[src/sv/tca_pkg.sv]
// Shared types, constants and saturation helper for the trigger condition ALU.
package tca_pkg;

  // Q16.16 number format and timing constants.
  localparam int unsigned QW        = 32;
  localparam int unsigned FRAC      = 16;
  localparam int unsigned MS_PER_S  = 1000;
  localparam int unsigned DIV_STEPS = 32;
  localparam int unsigned TPROD_W   = 41;
  localparam int unsigned MS_W      = TPROD_W - FRAC;
  localparam int unsigned TOL_W     = 16;

  localparam logic [TOL_W-1:0] TOL_RESET  = 16'd65;
  localparam logic [QW-1:0]    NEVER_TIME = '1;
  localparam logic [QW-1:0]    Q_MAX      = 32'h7FFF_FFFF;
  localparam logic [QW-1:0]    Q_MIN      = 32'h8000_0000;

  // Operator codes as they arrive on the input stream.
  typedef enum logic [3:0] {
    OP_AND   = 4'd0,
    OP_OR    = 4'd1,
    OP_LE    = 4'd2,
    OP_GE    = 4'd3,
    OP_LT    = 4'd4,
    OP_GT    = 4'd5,
    OP_EQ    = 4'd6,
    OP_AFTER = 4'd7,
    OP_FOR   = 4'd8,
    OP_ADD   = 4'd9,
    OP_SUB   = 4'd10,
    OP_MUL   = 4'd11,
    OP_DIV   = 4'd12,
    OP_NOP   = 4'd15
  } op_e;

  // One classified word as it waits in the queue.
  typedef struct packed {
    op_e                  op;
    logic signed [QW-1:0] num_a;
    logic signed [QW-1:0] num_b;
    logic                 bool_a;
    logic                 bool_b;
    logic [QW-1:0]        since_time;
    logic [QW-1:0]        now_ms;
    logic [QW-1:0]        mag_a;
    logic [QW-1:0]        mag_b;
    logic                 neg;
  } item_t;

  // One result word.
  typedef struct packed {
    logic                 bool_result;
    logic signed [QW-1:0] num_result;
    logic                 result_is_number;
    logic                 overflow;
  } result_t;

  typedef struct packed {
    logic [QW-1:0] val;
    logic          ovf;
  } sat_t;

  // Applies a sign to a magnitude and clamps it to the 32-bit range.
  function automatic sat_t sat_mag(logic [47:0] mag, logic neg);
    sat_t r;
    r.ovf = 1'b0;
    if (neg) begin
      if (mag > 48'h0000_8000_0000) begin
        r.val = Q_MIN;
        r.ovf = 1'b1;
      end else begin
        r.val = QW'(~mag[QW-1:0] + 32'd1);
      end
    end else begin
      if (mag > 48'h0000_7FFF_FFFF) begin
        r.val = Q_MAX;
        r.ovf = 1'b1;
      end else begin
        r.val = mag[QW-1:0];
      end
    end
    return r;
  endfunction

endpackage

[src/sv/tca_front.sv]
// Front end: unpacks an input word, decodes the operator and forms magnitudes.
module tca_front (
  input  logic [3:0]                   mode_i,
  input  logic [tca_pkg::QW-1:0]       num_a_i,
  input  logic [tca_pkg::QW-1:0]       num_b_i,
  input  logic                         bool_a_i,
  input  logic                         bool_b_i,
  input  logic [tca_pkg::QW-1:0]       since_time_i,
  input  logic [tca_pkg::QW-1:0]       now_ms_i,
  output tca_pkg::item_t               item_o
);
  import tca_pkg::*;

  op_e op;

  // Undefined operator codes become a no-op that answers with zeros.
  always_comb begin
    case (op_e'(mode_i))
      OP_AND:   op = OP_AND;
      OP_OR:    op = OP_OR;
      OP_LE:    op = OP_LE;
      OP_GE:    op = OP_GE;
      OP_LT:    op = OP_LT;
      OP_GT:    op = OP_GT;
      OP_EQ:    op = OP_EQ;
      OP_AFTER: op = OP_AFTER;
      OP_FOR:   op = OP_FOR;
      OP_ADD:   op = OP_ADD;
      OP_SUB:   op = OP_SUB;
      OP_MUL:   op = OP_MUL;
      OP_DIV:   op = OP_DIV;
      default:  op = OP_NOP;
    endcase
  end

  // Operand magnitudes and result sign for multiply and divide.
  always_comb begin
    item_o.op         = op;
    item_o.num_a      = num_a_i;
    item_o.num_b      = num_b_i;
    item_o.bool_a     = bool_a_i;
    item_o.bool_b     = bool_b_i;
    item_o.since_time = since_time_i;
    item_o.now_ms     = now_ms_i;
    item_o.mag_a      = num_a_i[QW-1] ? QW'(~num_a_i + 32'd1) : num_a_i;
    item_o.mag_b      = num_b_i[QW-1] ? QW'(~num_b_i + 32'd1) : num_b_i;
    item_o.neg        = num_a_i[QW-1] ^ num_b_i[QW-1];
  end

endmodule

[config.mk]
export PLATFORM = sky130hd
export DESIGN_NAME = tca_front
export DESIGN_NICKNAME = d
export VERILOG_FILES = /design/src/sv/tca_pkg.sv /design/src/sv/tca_front.sv
export SDC_FILE = /design/constraint.sdc
export NUM_CORES = 1
export LEC_CHECK = 0
export BUFFER_PORTS_ARGS = -buffer_cell sky130_fd_sc_hd__buf_4
export CAP_MARGIN = 10
export CORE_AREA = 2 2 131 133
export DETAILED_ROUTE_END_ITERATION = 8
export DIE_AREA = 0 0 133 135
export GPL_TIMING_DRIVEN = 0
export SETUP_SLACK_MARGIN = 0.15
export SLEW_MARGIN = 0
export SYNTH_ARGS = -nofsm -noshare
export SYNTH_HDL_FRONTEND = slang
export SYNTH_SLANG_ARGS = --single-unit
[constraint.sdc]
create_clock -name vclk -period 3.98
set_input_delay 0.796 -clock vclk [all_inputs]
set_output_delay 0.796 -clock vclk [all_outputs]
set_load 0.02 [all_outputs]
Word-level counts from Yosys, hierarchy flattened
Memories as Yosys holds them, arrays and structs flattened.
Index checks and enable logic that the tools add are counted.
Widths: inputs -> output; s select.
{"block": "classes", "n_addsub": 2, "mux": 2, "bitwise_logic": 3}
{"operator": "$add 32x1->32 const B", "count": 2}
{"operator": "$mux 32", "count": 2}
{"operator": "$not 32->32", "count": 2}
{"operator": "$xor 1x1->1", "count": 1}
{"block": "totals", "ff_bits": 0, "mem_bits_ro": 64, "output_inout_bits": 199, "wordCells": 8, "mem_count": 1}
{"memory": "(no name shown)", "words": 16, "word_bits": 4, "read_ports": 1, "rd_clocked_by_memory_dff": 0, "wr": 0, "line_no": "tca_front.sv:18", "rtl": "case (op_e'(mode_i))"}

Logic depth before layout (Yosys ltp)
{"block": "logic_depth", "depth_word": 3, "depth_mapped": 6, "mapped_depth_nobuf": 6}

Worst setup path before layout
No wires, ideal clock.
{"block": "synth_path", "path_type": "input to output", "from": "in num_b_i[6] (netlist bit)", "to": "out item_o[32] (netlist bit)", "arrival_ps": 2245, "slack_ps": 939, "stages": 5, "cell_sequence": "nor3_1 -> nand3_1 -> clkbuf_1 -> nor3_1 -> nor4bb_1"}
{"element": "start, declared", "line_no": "tca_front.sv:5", "rtl": "input logic [tca_pkg::QW-1:0] num_b_i,"}
{"element": "end, declared", "line_no": "tca_front.sv:10", "rtl": "output tca_pkg::item_t item_o"}

==> impl_metrics.prom <==
# TYPE chip_impl_metric gauge
chip_impl_info{name="outcome",value="completed"} 1
chip_impl_metric{name="hold_path_depth",unit=""} 2
chip_impl_metric{name="tightest_slew",unit="ns"} 0.686
chip_impl_metric{name="fin_util",unit="%"} 29.4
chip_impl_info{name="dominant_combinational_cell_family_by_area_after_synthesis",value="buffers and inverters"} 1
chip_impl_metric{name="initialDrtViolationCount",unit=""} 99
chip_impl_metric{name="post_drt_via_cell_ratio",unit=""} 3.86
chip_impl_info{name="synthTopCellsByArea",value="sky130_fd_sc_hd__buf_4 40%, sky130_fd_sc_hd__xnor2_1 20%, sky130_fd_sc_hd__o41ai_2 6.4%, sky130_fd_sc_hd__o31ai_1 5.6%, sky130_fd_sc_hd__nand2_1 2.9%"} 1
chip_impl_info{name="critical_path.slowest_cell",value="sky130_fd_sc_hd__nor4_2"} 1
chip_impl_metric{name="synth-adder-area-share",unit="%"} 0.983
chip_impl_metric{name="critical_path.n_buffers_inverters",unit=""} 3
chip_impl_metric{name="data_required_time_of_the_critical_path",unit="ns"} 3.18
chip_impl_metric{name="synth_xor_xnor_area_share",unit="%"} 20.3
chip_impl_metric{name="diodes",unit=""} 0
chip_impl_metric{name="die_height",unit="µm"} 135
chip_impl_metric{name="timing.max_slew.rel_slack",unit="%"} 54.3
chip_impl_metric{name="post_cts.repair.setup_buffers",unit=""} 0
chip_impl_metric{name="ys_seq_area_share",unit="%"} 0
chip_impl_info{name="rsz0062_at_grt",value="no"} 1
chip_impl_info{name="hold_path.class",value="in2out"} 1
chip_impl_metric{name="firstDrtPassIters",unit=""} 4
chip_impl_metric{name="initial_cell_density_of_the_core",unit="%"} 15.5
chip_impl_metric{name="globalRoute.totalOverflow",unit=""} 0
chip_impl_metric{name="synth_warnings",unit=""} 0
chip_impl_metric{name="ioPinCount",unit=""} 333
chip_impl_metric{name="power.density_cell_area",unit="nW/µm²"} 149
chip_impl_metric{name="ctsHoldBuffers",unit=""} 0
chip_impl_info{name="hold_start",value="now_ms_i[20]"} 1
chip_impl_info{name="crit_top_cell",value="sky130_fd_sc_hd__buf_4"} 1
chip_impl_metric{name="sequential_cell_count",unit=""} 0
chip_impl_metric{name="pre_cts_slack",unit="ns"} 0.444
chip_impl_info{name="cp-start-kind",value="input pin"} 1
chip_impl_metric{name="synth_cell_types",unit=""} 37
chip_impl_metric{name="total_leakage_power",unit="nW"} 2.36
chip_impl_metric{name="synth_compound_area_share",unit="%"} 19.1
chip_impl_metric{name="achievable-frequency",unit="GHz"} 0.288
chip_impl_metric{name="final.setup.worst_slack",unit="ns"} 0.505
chip_impl_metric{name="finalHoldWorstSlack",unit="ns"} 1.79
chip_impl_metric{name="layout.nets",unit=""} 732
chip_impl_metric{name="globalplace.congestion",unit=""} 0.797
chip_impl_metric{name="report.final.hold_viol_count",unit=""} 0
chip_impl_metric{name="wl_per_cell",unit="µm"} 14.1
chip_impl_metric{name="design.die.area",unit="µm²"} 18000
chip_impl_metric{name="post-synth-top-area-fraction",unit="%"} 39.5
chip_impl_metric{name="grt_pass1_vias",unit=""} 3048
chip_impl_metric{name="muxShareOfSynthArea",unit="%"} 0
chip_impl_metric{name="grt_antenna_before_repair",unit=""} 0
chip_impl_metric{name="setup_viol",unit=""} 0
chip_impl_metric{name="post_cts_resized",unit=""} 0
chip_impl_metric{name="synthSimpleGateAreaFrac",unit="%"} 18.3
chip_impl_metric{name="std_cell_rows",unit=""} 47
chip_impl_metric{name="period_needed",unit="ns"} 3.47
chip_impl_metric{name="grt_pass1_wl",unit="mm"} 16.4
chip_impl_metric{name="finalNonFillerCells",unit=""} 814
chip_impl_metric{name="dp_hpwl",unit="mm"} 10.3
chip_impl_metric{name="drive_above_1_share",unit="%"} 72.1
chip_impl_metric{name="final.fill_count",unit=""} 1820
chip_impl_metric{name="drt-total-wl",unit="mm"} 11.5
chip_impl_info{name="crit_start",value="num_a_i[8]"} 1
chip_impl_info{name="path_cells",value="buf_4, nor4_2, nand3_1, buf_2, o31ai_1, xnor2_1, buf_4"} 1
chip_impl_metric{name="place.port_buffers",unit=""} 267
chip_impl_metric{name="register_area",unit="µm²"} 0
chip_impl_metric{name="place_inst",unit=""} 814
chip_impl_info{name="critical_path_class",value="in2out"} 1
chip_impl_metric{name="synthToLayoutAreaGrowth",unit="%"} 89.5
chip_impl_metric{name="drcViolationCount",unit=""} 0
chip_impl_metric{name="slew_violations",unit=""} 0
chip_impl_metric{name="largest_net_degree_at_the_start_of_global_routing",unit=""} 11
chip_impl_metric{name="maxCapViolCount",unit=""} 0
chip_impl_metric{name="cp.arrival",unit="ns"} 2.68
chip_impl_metric{name="setup_total_negative_slack",unit="ns"} 0
chip_impl_metric{name="dieWidth",unit="µm"} 133
chip_impl_metric{name="path_max_fanout",unit=""} 10
chip_impl_metric{name="synth_area",unit="µm²"} 2550
chip_impl_metric{name="floorplan.core_area",unit="µm²"} 16400
chip_impl_metric{name="critPathMaxStageDelay",unit="ns"} 0.50
chip_impl_info{name="worst_hold_endpoint",value="item_o[85]"} 1
chip_impl_metric{name="ant_nets",unit=""} 0
chip_impl_info{name="critPathTopFamily",value="simple AND/OR/NAND/NOR gates"} 1
chip_impl_metric{name="worst_supply_voltage_drop_on_vdd",unit="mV"} 0.0522
chip_impl_metric{name="final.clkbuf_count",unit=""} 0
chip_impl_metric{name="globalRouteTotalUtil",unit="%"} 11.2
chip_impl_info{name="netlist.top_cell.by_area",value="sky130_fd_sc_hd__buf_4"} 1
chip_impl_metric{name="final_min_period_over_clock_period",unit="%"} 87.3
chip_impl_metric{name="dr_total_vias",unit=""} 3146
chip_impl_metric{name="syn_avg_cell_area",unit="µm²"} 7.79
chip_impl_metric{name="postSynthCellCount",unit=""} 327
chip_impl_metric{name="net_count_after_synthesis",unit=""} 463
chip_impl_info{name="worst_setup_path_end_kind",value="output port"} 1
==> cell type report <==
class                      count  area (µm²)  share of cell area [%]
timing repair buffer         267        2000                    41.5
multi-input combinational    181        1490                    31.0
buffer                       142        1040                    21.5
tap                          220         275                    5.70
inverter                       4        15.0                   0.311
==> kinds of logic after synthesis <==
kind of cell,Yosys count
AO/OA/AOI/OAI,53
XOR/XNOR,59
adder cells (fa/ha/maj),2
buffers and inverters,146
AND/OR/NAND/NOR,67
==> where the power goes <==
part | total [W] | switching, W | internal [W]
registers | 0 | 0 | 0
logic | 0.000720 | 0.000366 | 0.000354
clock network | 0 | 0 | 0
total | 0.000720 | 0.000366 | 0.000354
==> cell usage in the layout, fill, tap and decap left out <==
cell type and count:
sky130_fd_sc_hd__or4_1 3, sky130_fd_sc_hd__clkbuf_1 3, sky130_fd_sc_hd__nand4_4 1, sky130_fd_sc_hd__or2_1 2, sky130_fd_sc_hd__nand3b_1 2, sky130_fd_sc_hd__buf_1 4, sky130_fd_sc_hd__nor4b_2 1, sky130_fd_sc_hd__or4_4 1
sky130_fd_sc_hd__o41ai_4 1, sky130_fd_sc_hd__ha_1 2, sky130_fd_sc_hd__o21ai_0 13, sky130_fd_sc_hd__nor3_1 7, sky130_fd_sc_hd__nand2_1 20, sky130_fd_sc_hd__nor4b_1 1, sky130_fd_sc_hd__o41ai_1 8, sky130_fd_sc_hd__buf_4 401
sky130_fd_sc_hd__nor4_2 2, sky130_fd_sc_hd__o31ai_1 19, sky130_fd_sc_hd__or3_1 3, sky130_fd_sc_hd__or3_2 1, sky130_fd_sc_hd__nand2b_1 2, sky130_fd_sc_hd__xor2_1 1, sky130_fd_sc_hd__nand4b_4 1, sky130_fd_sc_hd__nor3_2 1
sky130_fd_sc_hd__nor2_1 7, sky130_fd_sc_hd__and4b_1 1, sky130_fd_sc_hd__a31o_2 2, sky130_fd_sc_hd__nand4_1 2, sky130_fd_sc_hd__buf_2 1, sky130_fd_sc_hd__o41ai_2 10, sky130_fd_sc_hd__or2_4 1, sky130_fd_sc_hd__nor4bb_1 1
sky130_fd_sc_hd__xnor2_1 58, sky130_fd_sc_hd__nor4_4 3, sky130_fd_sc_hd__nand3_1 3, sky130_fd_sc_hd__or2_2 1, sky130_fd_sc_hd__inv_1 4
==> how the worst max path moves through the flow <==
stage	slack [ns]	cells past startpoint	endpoint
2_1_floorplan	0.94	5	item_o[32]
3_3_place_gp	0.48	7	item_o[44]
3_5_place_dp	0.44	7	item_o[44]
4_1_cts	0.44	7	item_o[44]
5_1_grt	0.33	8	item_o[17]
6_report	0.51	7	item_o[44]
==> synthesized netlist by cell type, drive strengths merged (2+ instances only) <==
library cell and number:
or3 4, nor2 7, or2 4, nor4 5, o41ai 19, o31ai 19
nand2b 2, xnor2 58, or4 4, a31o 2, nor3 8, inv 4
nor4b 2, ha 2, buf 139, nand3b 2, clkbuf 3, o21ai 13
nand2 20, nand3 3, nand4 3
==> through the flow <==
stage                     cell area, µm²  total power [W]
after global placement              4830         0.000725
after CTS                           4830         0.000729
after floorplan                     2550         0.000392
final                               4830         0.000720
after detailed placement            4830         0.000728
after global routing                4830         0.000762
==> routing by layer <==
metal | vias to the layer above | part of all wire [%] | GRT usage, %
met1 | 1395 | 34 | 11.6
met4 | 0 | 0.57 | 0.836
met5 | - | 0 | 0
met2 | 198 | 55 | 23.7
met3 | 5 | 9.8 | 2.44
li1 | 1548 | - | -
Power figures use the tool's default switching activity.
