`config.mk`:
```
export PLATFORM = sky130hd
export DESIGN_NAME = tca_queue
export DESIGN_NICKNAME = d
export VERILOG_FILES = /design/src/sv/tca_pkg.sv /design/src/sv/tca_queue.sv
export SDC_FILE = /design/constraint.sdc
export NUM_CORES = 1
export LEC_CHECK = 0
export ABC_AREA = 1
export BUFFER_PORTS_ARGS = -buffer_cell sky130_fd_sc_hd__buf_2
export CAP_MARGIN = 15
export CORE_MARGIN = 3
export CORE_UTILIZATION = 44
export DETAILED_ROUTE_END_ITERATION = 7
export PLACE_DENSITY = 0.69
export SLEW_MARGIN = 10
export SYNTH_ARGS = -nofsm -noshare
export SYNTH_HDL_FRONTEND = slang
export SYNTH_SLANG_ARGS = --single-unit
```
`constraint.sdc`:
```
create_clock -name clk_i -period 18.7 [get_ports clk_i]
set_input_delay 5.61 -clock clk_i [delete_from_list [all_inputs] [get_ports clk_i]]
set_output_delay 5.61 -clock clk_i [all_outputs]
set_load 0.01 [all_outputs]
```
`src/sv/tca_pkg.sv`:
```
// Shared types, constants and saturation helper for the trigger condition ALU.
package tca_pkg;

  // Q16.16 number format and timing constants.
  localparam int unsigned QW        = 32;
  localparam int unsigned FRAC      = 16;
  localparam int unsigned MS_PER_S  = 1000;
  localparam int unsigned DIV_STEPS = 32;
  localparam int unsigned TPROD_W   = 41;
  localparam int unsigned MS_W      = TPROD_W - FRAC;
  localparam int unsigned TOL_W     = 16;

  localparam logic [TOL_W-1:0] TOL_RESET  = 16'd65;
  localparam logic [QW-1:0]    NEVER_TIME = '1;
  localparam logic [QW-1:0]    Q_MAX      = 32'h7FFF_FFFF;
  localparam logic [QW-1:0]    Q_MIN      = 32'h8000_0000;

  // Operator codes as they arrive on the input stream.
  typedef enum logic [3:0] {
    OP_AND   = 4'd0,
    OP_OR    = 4'd1,
    OP_LE    = 4'd2,
    OP_GE    = 4'd3,
    OP_LT    = 4'd4,
    OP_GT    = 4'd5,
    OP_EQ    = 4'd6,
    OP_AFTER = 4'd7,
    OP_FOR   = 4'd8,
    OP_ADD   = 4'd9,
    OP_SUB   = 4'd10,
    OP_MUL   = 4'd11,
    OP_DIV   = 4'd12,
    OP_NOP   = 4'd15
  } op_e;

  // One classified word as it waits in the queue.
  typedef struct packed {
    op_e                  op;
    logic signed [QW-1:0] num_a;
    logic signed [QW-1:0] num_b;
    logic                 bool_a;
    logic                 bool_b;
    logic [QW-1:0]        since_time;
    logic [QW-1:0]        now_ms;
    logic [QW-1:0]        mag_a;
    logic [QW-1:0]        mag_b;
    logic                 neg;
  } item_t;

  // One result word.
  typedef struct packed {
    logic                 bool_result;
    logic signed [QW-1:0] num_result;
    logic                 result_is_number;
    logic                 overflow;
  } result_t;

  typedef struct packed {
    logic [QW-1:0] val;
    logic          ovf;
  } sat_t;

  // Applies a sign to a magnitude and clamps it to the 32-bit range.
  function automatic sat_t sat_mag(logic [47:0] mag, logic neg);
    sat_t r;
    r.ovf = 1'b0;
    if (neg) begin
      if (mag > 48'h0000_8000_0000) begin
        r.val = Q_MIN;
        r.ovf = 1'b1;
      end else begin
        r.val = QW'(~mag[QW-1:0] + 32'd1);
      end
    end else begin
      if (mag > 48'h0000_7FFF_FFFF) begin
        r.val = Q_MAX;
        r.ovf = 1'b1;
      end else begin
        r.val = mag[QW-1:0];
      end
    end
    return r;
  endfunction

endpackage

```
`src/sv/tca_queue.sv`:
```
// Two-entry queue that decouples the front end from the execution pipeline.
module tca_queue (
  input  logic           clk_i,
  input  logic           rst_ni,
  input  logic           in_valid_i,
  output logic           in_ready_o,
  input  tca_pkg::item_t in_item_i,
  output logic           out_valid_o,
  input  logic           out_ready_i,
  output tca_pkg::item_t out_item_o
);
  import tca_pkg::*;

  item_t       mem_q [2];
  logic        wr_ptr_q;
  logic        rd_ptr_q;
  logic [1:0]  count_q;
  logic        push;
  logic        pop;

  assign in_ready_o  = (count_q != 2'd2);
  assign out_valid_o = (count_q != 2'd0);
  assign out_item_o  = mem_q[rd_ptr_q];
  assign push        = in_valid_i && in_ready_o;
  assign pop         = out_valid_o && out_ready_i;

  // Entry storage.
  always_ff @(posedge clk_i) begin
    if (push) begin
      mem_q[wr_ptr_q] <= in_item_i;
    end
  end

  // Pointers and fill count.
  always_ff @(posedge clk_i or negedge rst_ni) begin
    if (!rst_ni) begin
      wr_ptr_q <= 1'b0;
      rd_ptr_q <= 1'b0;
      count_q  <= 2'd0;
    end else begin
      if (push) wr_ptr_q <= ~wr_ptr_q;
      if (pop)  rd_ptr_q <= ~rd_ptr_q;
      if (push && !pop) begin
        count_q <= count_q + 2'd1;
      end else if (pop && !push) begin
        count_q <= count_q - 2'd1;
      end
    end
  end

endmodule

```
---- Word level (Yosys, flattened, before mapping) ----
Memories as Yosys holds them, arrays and structs flattened.
Cells that the tools add are included.
Widths: inputs -> output; s select.
cells by class
  $add $sub $neg .......................... 2
  eq/ne operators ......................... 1
  mux-type cells .......................... 4
  bitwise logic cells ..................... 2
  reduce and logical (&&, ||, !) cells .... 8
operators with widths
  kind                 count
  $logic_and 1x1->1    4
  $mux 2               2
  $reduce_bool 2->1    2
  $add 2x1->2 const B  1
  $logic_not 1->1      2
  $mux 1               2
  $ne 2x2->1 const B   1
  $not 1->1            2
  $sub 2x1->2 const B  1
word-level totals
  flip-flop bits (word level) ............. 4
  RAM bits ................................ 398
  logic and storage cells ................. 21
  memories ................................ 1
memories
  memory  words  width  read ports  clocked after Yosys merged registers in  write ports  RTL line         RTL
  mem_q   2      199    1           0                                        1            tca_queue.sv:14  item_t mem_q [2];

---- Depth between registers and ports, before layout ----
Gate-level depths: netlist of the first run.
  word-level depth ........................ 6
  gate-level depth with buffers ........... 10

---- Least setup slack after synthesis of the first run ----
OpenSTA, ideal clock, no wires.
  path type ............................... input to register
  from .................................... input in_valid_i
  to ...................................... memory mem_q[0][0] (netlist bit) (enable)
  library setup time ...................... 762 ps
  arrival time ............................ 13970 ps
  required time ........................... 17938 ps
  path slack .............................. 3969 ps
  cell stages on the path ................. 2
  path buffers ............................ 0
  cells stage by stage .................... nand2_1 -> nor2_1
on the way
  cells in the longest elaborated chain, start to end .. 3
ends and longest elaborated chain
  item                          RTL line         RTL
  start: declaration            tca_queue.sv:5   input logic in_valid_i,
  $logic_and 1x1->1             tca_queue.sv:24  assign push = in_valid_i && in_ready_o;
  $mux 1                        tca_queue.sv:29  if (push) begin
  $mux 1 (implied by the code)  tca_queue.sv:30  mem_q[wr_ptr_q] <= in_item_i;
  end: declaration              tca_queue.sv:14
Every way passes these cells.

==> flow_summary.toml, run 1 <==
[synthesis]
seq_area_frac_synth = 0.8236
syn_inst = 1068
syn_area_um2 = 14630
ys_types = 12
synthSimpleGateAreaFrac = 0.1573
ys_warn_count = 0
ys_ff_latch = 402
syn_nets = 1272
synth_top_family_by_area = "simple AND/OR/NAND/NOR gates"
avgSynthCellArea_um2 = 13.70
synth_compound_area_frac = 0
synthMuxAreaShare = 0
synth-xor-area-share = 0.001197
synth_adder_area_share = 0.0008551

[route]
drtAntennaViolNets = 0
first_pass_iters = 5
drcViolationCount = 0
wl_mm = 33.61
wl_per_cell_um = 17.21
drtIter0Drc = 661
viasPerCell = 4.724
vias = 9225

[layout]
regArea_um2 = 12060
nNetsFinal = 1682
syn_to_final_growth_pct = 25.37
nFillCells = 2634
multi_input_area_um2 = 2347
drive_above_1_share = 0.3125

[hold_path]
hold_class = "reg2reg"

[sta]
worst_pin_slew_ns = 1.087
setup_viol = 0
maxClockFrequency_mhz = 113.3
finalCriticalPeriod_ns = 8.824
setup_slack_ns = 9.876
slew_violations = 0
hold_ws_ns = 0.5058
slew_headroom = 0.2754
fin_setup_tns_ns = 0
hold_violations = 0
grt_setup_unrepaired = "false"
min_period_over_period = 0.4719
finClkSkew_ns = 0.02108

[floorplan]
io_pins = 404
coreArea_um2 = 32620
row_count = 66
die_area_um2 = 35480
start_util = 0.4486
fp.dieH_um = 188.4
dieWidth_um = 188.4

[place]
numPortBuffers = 403
gp_congestion = 0.8353
post-place-ws_ns = 10.39
place_hpwl_mm = 22.21

[setup_path]
reg2reg_setup_slack_ns = 15.56
worst_r2r_path_depth = 6
r2r-end = "mem_q[1][121]"
regToRegStartpoint = "count_q[0]"
arrival_ns = 3.21
end_kind = "primary output"
crit_path_max_fanout = 117
timing.critical_path.to = "out_item_o[118]"
worstPathRequired_ns = 13.09
critical_path_class = "reg2out"
startpoint = "rd_ptr_q"
startpoint_type = "flip-flop"

[power]
p_per_area_nw_per_um2 = 162.0
leakage_nw = 7.880
peakVddDrop_uv = 129.3

[clock_tree]
hold_buffers = 0
cts.root.buffer_cell = "clkbuf_16"
numClockSinks = 402
post_cts_buffers = 0
clk_latency_ns = 0.52
clockBufferDepth = 3
tritoncts = "yes"
htreeDepth = 2
cts_made_buffers = 40
cts-resized-gates = 0
path_clk_slew_ns = 0.06

[job]
maxCapViolations = 0

[grt]
grt_pass1_wl_mm = 50.51
grt_overflow = 0
grt_use_total = 0.1829
first_global_vias = 9121
grt_max_degree = 118
antenna_found_initial = 12

[run_status]
status = "finished, final reports clean"
how the worst min path moves through the flow:
| stage | start | endpoint | slack [ns] | depth (start not counted) |
|---|---|---|---|---|
| detailed placement | count_q[0] | count_q[0] | 0.49 | 1 |
| global placement | count_q[1] | count_q[1] | 0.48 | 2 |
| global route | count_q[0] | count_q[0] | 0.55 | 1 |
| CTS | count_q[0] | count_q[0] | 0.51 | 1 |
| floorplan | count_q[1] | count_q[1] | 0.46 | 2 |
| finish | count_q[0] | count_q[0] | 0.51 | 1 |
sequential cells by signal, indices dropped and copies added (netlist names):
| register | cells |
|---|---|
| rd_ptr_q | 1 |
| wr_ptr_q | 1 |
| count_q | 2 |
| mem_q | 398 |
stage by stage:
| step | utilization | power (W) | cells | cell area (µm²) |
|---|---|---|---|---|
| global route | 0.5623 | 0.003147 | 1952 | 18340 |
| floorplan | - | 0.001893 | 1068 | 14630 |
| global placement | 0.5234 | 0.002222 | 1878 | 17070 |
| detailed placement | 0.5234 | 0.002237 | 1878 | 17070 |
| finish | 0.5624 | 0.002972 | 1953 | 18350 |
| CTS | 0.5621 | 0.003009 | 1949 | 18340 |
metal layers:
metal  track usage  wire length [µm]
met1        0.2190             12350
met2        0.3040             16110
met5             0                97
met4       0.05729               946
met3       0.07609              4109
cell type report:
type | instances | area share
antenna | 4 | 0.0005456
clock buffer | 48 | 0.05736
clock inverter | 23 | 0.01153
inverter | 7 | 0.001705
multi-input combinational | 615 | 0.1279
sequential | 402 | 0.6571
tap | 442 | 0.03015
timing repair buffer | 412 | 0.1136
layout by cell type, fill, tap and decap left out, types with 4 or more instances in the layout:
master / n
nand2_1: 607
buf_2: 403
clkbuf_16: 41
diode_2: 4
bufinv_16: 4
buf_4: 9
clkbuf_1: 7
clkinv_1: 9
clkinv_2: 8
edfxtp_1: 398
inv_1: 6
report_power, final:
| part | internal [W] | switching (W) |
|---|---|---|
| combinational | 0.000281 | 0.000635 |
| clock | 0.000456 | 0.000313 |
| sequential | 0.00123 | 0.0000530 |
worst max-delay path, stage by stage (launching register included):
cell	delay (ns)
dfrtp_4	0.62
inv_6	0.67
buf_4	0.83
nand2_1	0.10
nand2_1	0.15
buf_2	0.16
synthesized netlist by cell type:
cell type	instances	area (µm²)
inv_1	7	26.28
nand4_1	1	6.260
dfrtp_1	4	100.1
edfxtp_1	398	11950
ha_1	1	12.51
xnor2_1	1	8.760
xor2_1	1	8.760
nor2_1	2	7.510
nand3_1	2	10.01
buf_2	43	215.2
nand2_1	607	2278
buf_4	1	7.510
kinds of logic (layout without fill, tap and decap cells):
logic type | count (synthesis) | count (layout)
simple gates | 612 | 612
flops | 402 | 402
buf+inv | 51 | 490
xor+xnor | 2 | 2
fa+ha+maj | 1 | 1
other cells | 0 | 4
(Power assumes the default switching activity.)
==> inputs of run 2 (changes only) <==
--- a/config.mk
+++ b/config.mk
@@ -5,13 +5,13 @@
 export SDC_FILE = /design/constraint.sdc
 export NUM_CORES = 1
 export LEC_CHECK = 0
-export ABC_AREA = 1
+export ABC_AREA = 0
 export BUFFER_PORTS_ARGS = -buffer_cell sky130_fd_sc_hd__buf_2
 export CAP_MARGIN = 15
 export CORE_MARGIN = 3
 export CORE_UTILIZATION = 44
 export DETAILED_ROUTE_END_ITERATION = 7
-export PLACE_DENSITY = 0.69
+export PLACE_DENSITY = 0.72
 export SLEW_MARGIN = 10
 export SYNTH_ARGS = -nofsm -noshare
 export SYNTH_HDL_FRONTEND = slang
==> constraint.sdc (replaced) <==
create_clock -name clk_i -period 7.3 [get_ports clk_i]
set_input_delay 2.19 -clock clk_i [delete_from_list [all_inputs] [get_ports clk_i]]
set_output_delay 2.19 -clock clk_i [all_outputs]
set_load 0.01 [all_outputs]
==> run 2 against run 1 <==
Critical path type unchanged. Core utilization down 0.11 points. Clock skew down 0.0064 ns. Clock-buffer cell count up 2. Via count down 18%. Global-route usage down 2.0 points. Critical endpoint is now out_item_o[41]. Largest power group unchanged. Flip-flop and latch count unchanged. Synthesized cell count down 40%. Sequential share of layout area about the same. Worst hold slack worse by 0.0040 ns.
==> flow_summary.toml, run 2 <==
[synthesis]
syn_area_um2 = 14680
ys_types = 14
synth_edf_count = 398
synthTopCellsByArea = "edfxtp_1 81%, mux2_2 15%, clkbuf_8 1.8%, dfrtp_1 0.68%, buf_6 0.23%"
syn_nets = 841
synth_top_area_cell = "edfxtp_1"
yosysMostFrequentCell = "edfxtp_1"
synthFlopType = "edfxtp_1"
ys_warn_count = 0
syn_inst = 637
ys_async_sr_fraction = 0.009950
netlist_top_cells_count = "398 x edfxtp_1, 199 x mux2_2, 19 x clkbuf_8"
avgSynthCellArea_um2 = 23.05
ys_ff_latch = 402
yosysTopAreaCellShare = 0.8140
seq_area_frac_synth = 0.8209

[sta]
finalCriticalPeriod_ns = 4.952
min_period_over_period = 0.6784
maxClockFrequency_mhz = 201.9
slew_violations = 0
hold_ws_ns = 0.5018
finClkSkew_ns = 0.01473
slew_headroom = 0.3954
worst_pin_slew_ns = 0.9069
setup_viol = 0
hold_violations = 0
grt_setup_unrepaired = "false"
fin_setup_tns_ns = 0

[clock_tree]
numClockSinks = 402
clk_latency_ns = 0.52
clockBufferDepth = 3
cts.root.buffer_cell = "clkbuf_16"
cts_made_buffers = 42
tritoncts = "yes"
post_cts_buffers = 0
cts-resized-gates = 0
htreeDepth = 2
hold_buffers = 0
path_clk_slew_ns = 0.06

[route]
drtAntennaViolNets = 0
drcViolationCount = 0
vias = 7544
viasPerCell = 4.877
drtIter0Drc = 376
wl_per_cell_um = 19.37
first_pass_iters = 4
wl_mm = 29.96

[job]
maxCapViolations = 0

[grt]
grt_overflow = 0
grt_use_total = 0.1627
grt_max_degree = 111
antenna_found_initial = 8
first_global_vias = 8007
grt_pass1_wl_mm = 45.15

[setup_path]
startpoint_type = "flip-flop"
worstPathCellList = "buf_12, mux2_2, buf_2"
cp_top_family = "flip-flops"
end_kind = "primary output"
critical_path_class = "reg2out"
critical-path-max-stage-delay_ns = 0.91
crit_path_max_fanout = 104
arrival_ns = 2.76
worstPathRequired_ns = 5.11
crit_buf_inv = 2
worst_path_max_delay_cell = "dfrtp_4"

[power]
p_per_area_nw_per_um2 = 401.4
power_frac_comb = 0.284
leakage_nw = 6.830
internal_power_w = 0.005241
sw_frac_of_total = 0.2887
pwr-share-seq = 0.451
peakVddDrop_uv = 259.3
p_sw_w = 0.002127
power_frac_clock = 0.265

[floorplan]
row_count = 66
dieWidth_um = 188.7
start_util = 0.4490
fp.dieH_um = 188.7
io_pins = 404
coreArea_um2 = 32700
die_area_um2 = 35590

[place]
place_hpwl_mm = 20.05
numPortBuffers = 403
gp_congestion = 0.7842

[layout]
mostFrequentLayoutCell = "buf_2"
largest_reg_flops = 398
syn_to_final_growth_pct = 25.02
layout_common_cells = "403 x buf_2, 398 x edfxtp_1, 199 x mux2_2, 45 x clkbuf_16, 15 x clkinv_1"
drive_above_1_share = 0.6069
nNetsFinal = 1273
top_register = "mem_q"
biggestRegsByFlops = "mem_q (398), count_q (2)"

[run_status]
status = "finished, final reports clean"

[hold_path]
hold_class = "reg2reg"
run 2: cell count changes in the layout (fill, tap and decap cells not counted), moves of 3 or more:
| cell | delta |
|---|---|
| inv_1 | -5 |
| buf_4 | -5 |
| buf_12 | +3 |
| bufinv_16 | -3 |
| clkinv_1 | +6 |
| nand2_1 | -605 |
| mux2_2 | +199 |
| clkbuf_16 | +4 |
run 2: area by class of cell:
type                    instances  area (µm²)
diodes                          6       15.01
multi-input cells             212        2344
clock buffers                  50        1145
clock inverters                24       132.6
flip-flops and latches        402       12060
well taps                     442       553.0
fillers                      2559       14350
inverters                       1       3.754
repair buffers                410        2107
run 2: cells by family after synthesis:
| family | synth area share |
|---|---|
| flip-flops | 0.8209 |
| adder cells (fa/ha/maj) | 0.0008521 |
| multiplexers | 0.1526 |
| XOR/XNOR | 0.002983 |
| AND/OR/NAND/NOR | 0.002302 |
| buffers and inverters | 0.02037 |
run 2: through the flow:
step	instances	worst slack (ns)	cell area (µm²)	total power [W]	utilization
final	1547	2.348	18360	0.007368	0.5613
after global routing	1543	2.255	18350	0.007726	0.5610
after CTS	1541	2.328	18340	0.007470	0.5608
after detailed placement	1467	2.898	17060	0.005489	0.5218
after global placement	1467	2.902	17060	0.005457	0.5218
after floorplan	637	1.610	14690	0.004772	-
run 2: path summary, 6_finish.rpt:
path,startpoint,slack [ns],to,depth (start not counted)
min in group asynchronous,rst_ni,1.47,count_q[1],1
min reg2reg,count_q[1],0.50,count_q[1],1
max,rd_ptr_q,2.35,out_item_o[41],3
min,count_q[1],0.50,count_q[1],1
max reg2reg,count_q[0],4.80,mem_q[0][177],5
max in group asynchronous,rst_ni,5.69,rd_ptr_q,1
run 2: per-layer routing:
metal / track usage / share of wire / vias to the layer above
li1: - / - / 3420
met1: 0.1867 / 0.37 / 3697
met2: 0.2762 / 0.50 / 348
met3: 0.06698 / 0.11 / 71
met4: 0.05786 / 0.029 / 8
met5: 0 / 0.0014 / -
run 2: power groups by stage:
stage	sequential [W]	clock (W)	combinational (W)
finish	0.00332	0.00195	0.00209
global route	0.00338	0.00210	0.00225
CTS	0.00333	0.00201	0.00212
detailed placement	0.00338	0	0.00211
global placement	0.00335	0	0.00211
floorplan	0.00332	0	0.00145
